**src/design/ppts_pkg.sv**
```systemverilog
package ppts_pkg;

  localparam int MAX_TASKS = 15;
  localparam int SLOTS     = MAX_TASKS + 1;
  localparam int SLOT_W    = $clog2(SLOTS);

  localparam logic [7:0] IDLE_PRIORITY    = 8'd0;
  localparam logic [7:0] LOWEST_PRIORITY  = 8'd0;
  localparam logic [7:0] HIGHEST_PRIORITY = 8'd255;

  localparam logic [4:0] SLOTS_CNT = 5'(SLOTS);

  typedef enum logic [2:0] {
    KIND_INIT     = 3'd0,
    KIND_REGISTER = 3'd1,
    KIND_DELETE   = 3'd2,
    KIND_TICK     = 3'd3,
    KIND_FINISH   = 3'd4
  } kind_t;

  typedef enum logic [2:0] {
    ST_OK       = 3'd0,
    ST_NOT_INIT = 3'd1,
    ST_ARG      = 3'd2,
    ST_HANDLE   = 3'd3,
    ST_FULL     = 3'd4
  } status_t;

  typedef enum logic [2:0] {
    S_IDLE,
    S_DECODE,
    S_DEL_CHK,
    S_DEL_MOVE,
    S_FIN_WR,
    S_TICK,
    S_FINISH
  } state_t;

  typedef struct packed {
    logic [4:0]  stored_id;
    logic [15:0] period;
    logic [7:0]  priority_lvl;
    logic [15:0] countdown;
    logic        ready;
  } slot_t;

endpackage

```
**src/design/periodic_priority_task_scheduler.sv**
```systemverilog
// Periodic fixed-priority task scheduler.
// Input channel (in_valid/in_stall) carries one request: kind, period,
// priority_req, handle_id and finished. Every request gives exactly one
// result on the output channel (out_valid/out_stall): status, task_id and
// task_count after the request.
// Requests are handled one at a time; in_stall is high from acceptance
// until the result has been loaded into the output register.
// Init, register, rejected requests and finish reports with nothing to
// clear go from decode straight to the finish step; a finish report that
// clears a ready flag adds a write-back step; delete adds a handle check
// and, if it matches, a move of the last entry. A tick walks the slot
// table (a full table of 16 slots), a memory with one read and one write
// port, one slot a cycle through one shared countdown update and
// priority compare.
// A result waits in the output register while out_stall is high; the
// next request is taken once that register has been loaded.
// Reset (rst_n low, synchronous) empties the output register and leaves
// the block not initialized with the last selected slot at 0; slot
// contents are undefined until an init writes the idle task.
module periodic_priority_task_scheduler
  import ppts_pkg::*;
(
  input  logic        clk,
  input  logic        rst_n,
  input  logic        in_valid,
  output logic        in_stall,
  input  logic [2:0]  in_kind,
  input  logic [15:0] in_period,
  input  logic [7:0]  in_priority_req,
  input  logic [4:0]  in_handle_id,
  input  logic        in_finished,
  output logic        out_valid,
  input  logic        out_stall,
  output logic [2:0]  out_status,
  output logic [4:0]  out_task_id,
  output logic [4:0]  out_task_count
);

  state_t state_r, state_nxt;

  logic [2:0]  kind_r;
  logic [15:0] per_r;
  logic [7:0]  pri_r;
  logic [4:0]  hid_r;
  logic        fin_r;

  logic [4:0]        count_r, count_nxt;
  logic [SLOT_W-1:0] last_r, last_nxt;
  logic [SLOT_W-1:0] idx_r, idx_nxt;
  logic [SLOT_W-1:0] best_r, best_nxt;
  logic [7:0]        best_pri_r, best_pri_nxt;
  status_t           status_r, status_nxt;
  logic [4:0]        tid_r, tid_nxt;

  logic        out_valid_r;
  logic [2:0]  out_status_r;
  logic [4:0]  out_task_id_r;
  logic [4:0]  out_task_count_r;

  slot_t             mem [SLOTS];
  slot_t             rd_data_r;
  logic              mem_we;
  logic [SLOT_W-1:0] mem_waddr;
  slot_t             mem_wdata;
  logic [SLOT_W-1:0] mem_raddr;

  slot_t             upd;
  logic [SLOT_W-1:0] sel_now;
  logic [7:0]        sel_pri_now;
  logic              in_accept;
  logic              out_load;

  assign in_stall  = (state_r != S_IDLE);
  assign in_accept = in_valid && !in_stall;
  assign out_load  = !out_valid_r || !out_stall;

  always_ff @(posedge clk) begin
    if (mem_we) begin
      mem[mem_waddr] <= mem_wdata;
    end
    rd_data_r <= mem[mem_raddr];
  end

  // Countdown update and priority compare for the slot read last cycle.
  always_comb begin
    upd = rd_data_r;
    if (rd_data_r.countdown == 16'd0) begin
      upd.ready     = 1'b1;
      upd.countdown = rd_data_r.period - 16'd1;
    end else begin
      upd.countdown = rd_data_r.countdown - 16'd1;
    end
    sel_now     = best_r;
    sel_pri_now = best_pri_r;
    if (idx_r == '0) begin
      sel_now     = '0;
      sel_pri_now = rd_data_r.priority_lvl;
    end else if (upd.ready && (rd_data_r.priority_lvl > best_pri_r)) begin
      sel_now     = idx_r;
      sel_pri_now = rd_data_r.priority_lvl;
    end
  end

  always_comb begin
    state_nxt    = state_r;
    count_nxt    = count_r;
    last_nxt     = last_r;
    idx_nxt      = idx_r;
    best_nxt     = best_r;
    best_pri_nxt = best_pri_r;
    status_nxt   = status_r;
    tid_nxt      = tid_r;
    mem_we       = 1'b0;
    mem_waddr    = '0;
    mem_wdata    = rd_data_r;
    mem_raddr    = '0;

    case (state_r)
      S_IDLE: begin
        if (in_accept) begin
          state_nxt = S_DECODE;
        end
      end

      S_DECODE: begin
        status_nxt = ST_OK;
        tid_nxt    = '0;
        state_nxt  = S_FINISH;
        if (kind_r == KIND_INIT) begin
          mem_we    = 1'b1;
          mem_waddr = '0;
          mem_wdata = '{stored_id: 5'd0, period: 16'd1, priority_lvl: IDLE_PRIORITY,
                        countdown: 16'd0, ready: 1'b0};
          count_nxt = 5'd1;
          last_nxt  = '0;
        end else if (kind_r > KIND_FINISH) begin
          status_nxt = ST_ARG;
        end else if (count_r == 5'd0) begin
          status_nxt = ST_NOT_INIT;
        end else begin
          case (kind_r)
            KIND_REGISTER: begin
              if ((per_r == 16'd0) || (pri_r < LOWEST_PRIORITY) ||
                  (pri_r <= IDLE_PRIORITY) || (pri_r > HIGHEST_PRIORITY)) begin
                status_nxt = ST_ARG;
              end else if (count_r >= SLOTS_CNT) begin
                status_nxt = ST_FULL;
              end else begin
                mem_we    = 1'b1;
                mem_waddr = count_r[SLOT_W-1:0];
                mem_wdata = '{stored_id: count_r, period: per_r, priority_lvl: pri_r,
                              countdown: 16'd0, ready: 1'b0};
                tid_nxt   = count_r;
                count_nxt = count_r + 5'd1;
              end
            end
            KIND_DELETE: begin
              if (hid_r >= count_r) begin
                status_nxt = ST_HANDLE;
              end else begin
                mem_raddr = hid_r[SLOT_W-1:0];
                state_nxt = S_DEL_CHK;
              end
            end
            KIND_TICK: begin
              mem_raddr = '0;
              idx_nxt   = '0;
              state_nxt = S_TICK;
            end
            default: begin
              // finish report
              tid_nxt = 5'(last_r);
              if (fin_r && (5'(last_r) < count_r)) begin
                mem_raddr = last_r;
                state_nxt = S_FIN_WR;
              end
            end
          endcase
        end
      end

      S_DEL_CHK: begin
        if (rd_data_r.stored_id != hid_r) begin
          status_nxt = ST_HANDLE;
          state_nxt  = S_FINISH;
        end else begin
          // fetch the last entry to move into the freed slot
          mem_raddr = SLOT_W'(count_r - 5'd1);
          state_nxt = S_DEL_MOVE;
        end
      end

      S_DEL_MOVE: begin
        mem_we    = 1'b1;
        mem_waddr = hid_r[SLOT_W-1:0];
        mem_wdata = rd_data_r;
        count_nxt = count_r - 5'd1;
        state_nxt = S_FINISH;
      end

      S_FIN_WR: begin
        mem_we          = 1'b1;
        mem_waddr       = last_r;
        mem_wdata       = rd_data_r;
        mem_wdata.ready = 1'b0;
        state_nxt       = S_FINISH;
      end

      S_TICK: begin
        mem_we       = 1'b1;
        mem_waddr    = idx_r;
        mem_wdata    = upd;
        best_nxt     = sel_now;
        best_pri_nxt = sel_pri_now;
        if ((5'(idx_r) + 5'd1) < count_r) begin
          idx_nxt   = idx_r + 1'b1;
          mem_raddr = idx_r + 1'b1;
        end else begin
          last_nxt  = sel_now;
          tid_nxt   = 5'(sel_now);
          state_nxt = S_FINISH;
        end
      end

      S_FINISH: begin
        if (out_load) begin
          state_nxt = S_IDLE;
        end
      end

      default: begin
        state_nxt = S_IDLE;
      end
    endcase
  end

  always_ff @(posedge clk) begin
    if (!rst_n) begin
      state_r <= S_IDLE;
      count_r <= 5'd0;
      last_r  <= '0;
    end else begin
      state_r <= state_nxt;
      count_r <= count_nxt;
      last_r  <= last_nxt;
    end
  end

  always_ff @(posedge clk) begin
    idx_r      <= idx_nxt;
    best_r     <= best_nxt;
    best_pri_r <= best_pri_nxt;
    status_r   <= status_nxt;
    tid_r      <= tid_nxt;
    if (in_accept) begin
      kind_r <= in_kind;
      per_r  <= in_period;
      pri_r  <= in_priority_req;
      hid_r  <= in_handle_id;
      fin_r  <= in_finished;
    end
  end

  // Hold the result until the receiver takes it.
  always_ff @(posedge clk) begin
    if (!rst_n) begin
      out_valid_r <= 1'b0;
    end else if (state_r == S_FINISH && out_load) begin
      out_valid_r <= 1'b1;
    end else if (!out_stall) begin
      out_valid_r <= 1'b0;
    end
  end

  always_ff @(posedge clk) begin
    if (state_r == S_FINISH && out_load) begin
      out_status_r     <= status_r;
      out_task_id_r    <= tid_r;
      out_task_count_r <= count_r;
    end
  end

  assign out_valid      = out_valid_r;
  assign out_status     = out_status_r;
  assign out_task_id    = out_task_id_r;
  assign out_task_count = out_task_count_r;

`ifndef SYNTH
  a_count_range: assert property (@(posedge clk) disable iff (!rst_n)
    count_r <= SLOTS_CNT)
    else $error("task count beyond table size");

  a_busy_after_accept: assert property (@(posedge clk) disable iff (!rst_n)
    in_accept |=> (state_r != S_IDLE))
    else $error("accepted request not taken into processing");

  a_result_from_finish: assert property (@(posedge clk) disable iff (!rst_n)
    $rose(out_valid_r) |-> $past(state_r == S_FINISH))
    else $error("result raised outside the finish step");

  a_tick_index: assert property (@(posedge clk) disable iff (!rst_n)
    (state_r == S_TICK) |-> (5'(idx_r) < count_r))
    else $error("tick walk beyond the last task");
`endif

endmodule
```
**config.mk**
```make
export PLATFORM = sky130hd
export DESIGN_NAME = periodic_priority_task_scheduler
export DESIGN_NICKNAME = d
export VERILOG_FILES = /design/src/design/ppts_pkg.sv /design/src/design/periodic_priority_task_scheduler.sv
export SDC_FILE = /design/constraint.sdc
export NUM_CORES = 1
export LEC_CHECK = 0
export BUFFER_PORTS_ARGS = -buffer_cell sky130_fd_sc_hd__buf_2
export CAP_MARGIN = 20
export CORE_UTILIZATION = 50
export DETAILED_ROUTE_END_ITERATION = 6
export PLACE_DENSITY = 0.66
export SKIP_CTS_REPAIR_TIMING = 1
export SYNTH_ARGS = -nofsm -noshare
export SYNTH_HDL_FRONTEND = slang
export SYNTH_SLANG_ARGS = --single-unit
```
**constraint.sdc**
```tcl
create_clock -name clk -period 6.4 [get_ports clk]
set_input_delay 0.96 -clock clk [delete_from_list [all_inputs] [get_ports clk]]
set_output_delay 0.96 -clock clk [all_outputs]
set_load 0.02 [all_outputs]
```
==> results.json <==
{
  "outcome": "complete, no violations",
  "synthesis.area_um2": 34700,
  "drc": 0,
  "routedWlPerCell_um": 26.3,
  "grt_start_max_net_pins": 103,
  "clockBufferDepth": 3,
  "r2r_end": "rd_data_r[34]",
  "diodes": 0,
  "ys_ff_latch": 865,
  "grt_overflow": 0,
  "worst_path_largest_cell_delay_ns": 0.90,
  "crit_end": "rd_data_r[34]",
  "hold_viol_final": 0,
  "cpMaxStageDelayCell": "or3_2",
  "ant_nets": 0,
  "htree_levels": 3,
  "leakagePower_nw": 15.4,
  "routed_wirelength_um": 85700,
  "slew-limit-headroom_pct": 20.7,
  "final_nets": 2323,
  "reg2reg_slack_ns": 1.54,
  "async_flop_share_pct": 0,
  "cts.sinks": 865,
  "cts_buffers": 88,
  "gp_congestion": 0.901,
  "rows": 96,
  "rsz0062_at_grt": "false",
  "synth-edff-count": 806,
  "start_util_pct": 50.6,
  "setup_viol": 0,
  "clock-root-buffer": "clkbuf_16",
  "synthToLayoutAreaGrowth_pct": 13.7,
  "tightest_slew_ns": 1.19,
  "fp.dieW_um": 265,
  "worstSetupStartpointType": "flop",
  "timing.fmax_mhz": 206,
  "io_pins": 52,
  "critPathKind": "flop to flop",
  "final_cells": 3264,
  "yosys-top-cells-area": "edfxtp_1 70%, mux2i_1 11%, dfxtp_1 3.4%",
  "layout_common_cells": "806 x edfxtp_1, 383 x mux2i_1, 188 x o22ai_1",
  "drive_gt1_share_pct": 13.8,
  "synth_area_per_cell_um2": 16.2,
  "track_usage_pct": 24.5,
  "fin_setup_tns_ns": 0,
  "slew_viol_final": 0,
  "post-place-cells": 3093,
  "die_area_um2": 70500,
  "endpoint_kind": "flop",
  "hpwl_um": 50500,
  "synth.largest_area_cell": "edfxtp_1",
  "path_max_fanout": 29,
  "crit_path_cell_trace": "inv_1 -> ha_1 -> o211ai_1 -> o21ai_0 -> o21ai_0 -> a211oi_2 -> or3_2 -> buf_4 -> o22ai_1 -> or4_1",
  "rr_worst_depth": 10,
  "grt_pass1_wl_um": 127000,
  "vdd_drop_max_uv": 257,
  "die_h_um": 265,
  "crit_top_cell": "o21ai_0",
  "dpl_worst_slack_ns": 1.63,
  "power_density_nw_per_um2": 410,
  "syn_inst": 2141,
  "yosysTopAreaCellShare_pct": 69.7,
  "fin_crit_sh_pct": 75.9,
  "crit_required_ns": 6.91,
  "startpoint": "count_r[1]",
  "arrival_ns": 5.37,
  "utilization_pct": 57.5,
  "dr.pass1.iters": 5,
  "clk_pin_slew_ns": 0.06,
  "cts_tree": "built",
  "hold_start": "tid_r[2]",
  "r2r_start": "count_r[1]",
  "antenna_found_initial": 0,
  "core_um2": 68600,
  "fin_ws_ns": 1.54,
  "port_buffers": 51,
  "clock_latency_ns": 0.65,
  "detail_route.vias_per_cell": 6.12,
  "synth_ff_type": "edfxtp_1",
  "vias": 20000,
  "grt_pass1_vias": 19600,
  "hold_class": "flop to flop",
  "yosysSeqAreaShare_pct": 73.2,
  "synth.net_count": 2206,
  "layout_commonest_cell": "edfxtp_1",
  "layout_min_cycle_time_ns": 4.86,
  "skew_ns": 0.0366,
  "ys_warn_count": 0,
  "ys_types": 72,
  "drt_iter0_drc": 2083,
  "maxCapViolCount": 0
}
-- layer usage --
layer	GRT usage [%]	wire, µm	part of all wire [%]	vias to the layer above
met5	0	0	0	-
met3	3.64	5940	6.9	189
met2	39.8	41300	48	820
li1	-	-	-	8792
met4	9.06	3100	3.6	0
met1	33.7	35400	41	10200
-- final cells by class --
class	count	area (µm²)
fillers	5205	29100
flip-flops and latches	865	25400
multi-input cells	1140	8780
clock buffers	122	2430
well taps	931	1160
repair buffers	135	1070
clock inverters	43	522
inverters	28	105
-- stage by stage --
stage	hold WS [ns]	power (mW)	cell area (µm²)
after floorplan	0.400	9.70	34700
after global placement	0.402	10.9	36400
after detailed placement	0.407	11.1	36400
after CTS	0.416	16.2	39400
after global routing	0.422	16.7	39500
final	0.413	16.2	39500
-- state kept, by name, summed over array words and instances (netlist names) --
name and cells:
last_r 4, rd_data_r 46, status_r 3, fin_r 1, tid_r 5, idx_r 4
hid_r 5, mem 736, best_pri_r 8, best_r 4, out_task_id 5, state_r 3
out_valid 1, per_r 16, kind_r 3, count_r 5, out_status 3, pri_r 8
out_task_count 5
-- cells in the mapped netlist (6+ instances only) --
| library cell | instances |
|---|---|
| edfxtp_1 | 806 |
| o32ai_1 | 6 |
| a22oi_1 | 31 |
| dfxtp_1 | 59 |
| nor2b_1 | 8 |
| nand3_1 | 15 |
| and3_1 | 12 |
| inv_1 | 27 |
| xnor2_1 | 11 |
| a21oi_1 | 41 |
| a22o_1 | 6 |
| and2_1 | 11 |
| or4_1 | 47 |
| nor2_1 | 64 |
| buf_6 | 13 |
| or3_1 | 7 |
| o22ai_1 | 188 |
| o21ai_0 | 67 |
| nor3_1 | 19 |
| nand3b_1 | 6 |
| clkbuf_1 | 38 |
| mux2i_1 | 383 |
| nand2_1 | 76 |
| buf_4 | 8 |
| ha_1 | 28 |
| buf_2 | 44 |
| nand2b_1 | 12 |
| nor4_1 | 10 |
| nor3b_1 | 7 |
-- where the power goes --
part | switching (mW) | internal (mW) | leakage (nW)
Clock | 2.15 | 3.01 | 1.44
Combinational | 2.04 | 0.886 | 6.20
Sequential | 0.473 | 7.60 | 7.73
-- worst max-delay path, delay by kind of cell, from the launching register on --
kind | cells | cell delay, ns
AOI/OAI and AO/OA | 5 | 1.49
and+or+nand+nor | 2 | 1.46
buffers and inverters | 2 | 0.80
DFF | 1 | 0.60
adders and majority gates | 1 | 0.35
-- cells by family (layout without fill, tap and decap cells) --
logic type	Yosys count	count (layout)	share of synthesized area (%)
compound gates	391	391	7.21
xor+xnor	16	16	0.404
fa+ha+maj	28	28	1.01
buf+inv	136	328	2.00
flops	865	865	73.2
mux	384	384	11.1
other cells	1	1	0.0108
simple gates	320	320	5.13
-- how the worst min path moves through the flow --
stage,cells past startpoint,end
after floorplan,0,out_status[0]
after global placement,0,out_task_id[0]
after detailed placement,0,out_task_id[0]
after CTS,0,out_task_id[2]
after global routing,0,out_task_id[2]
final,0,out_task_id[2]
No activity file was read; power rests on OpenSTA's default activity.
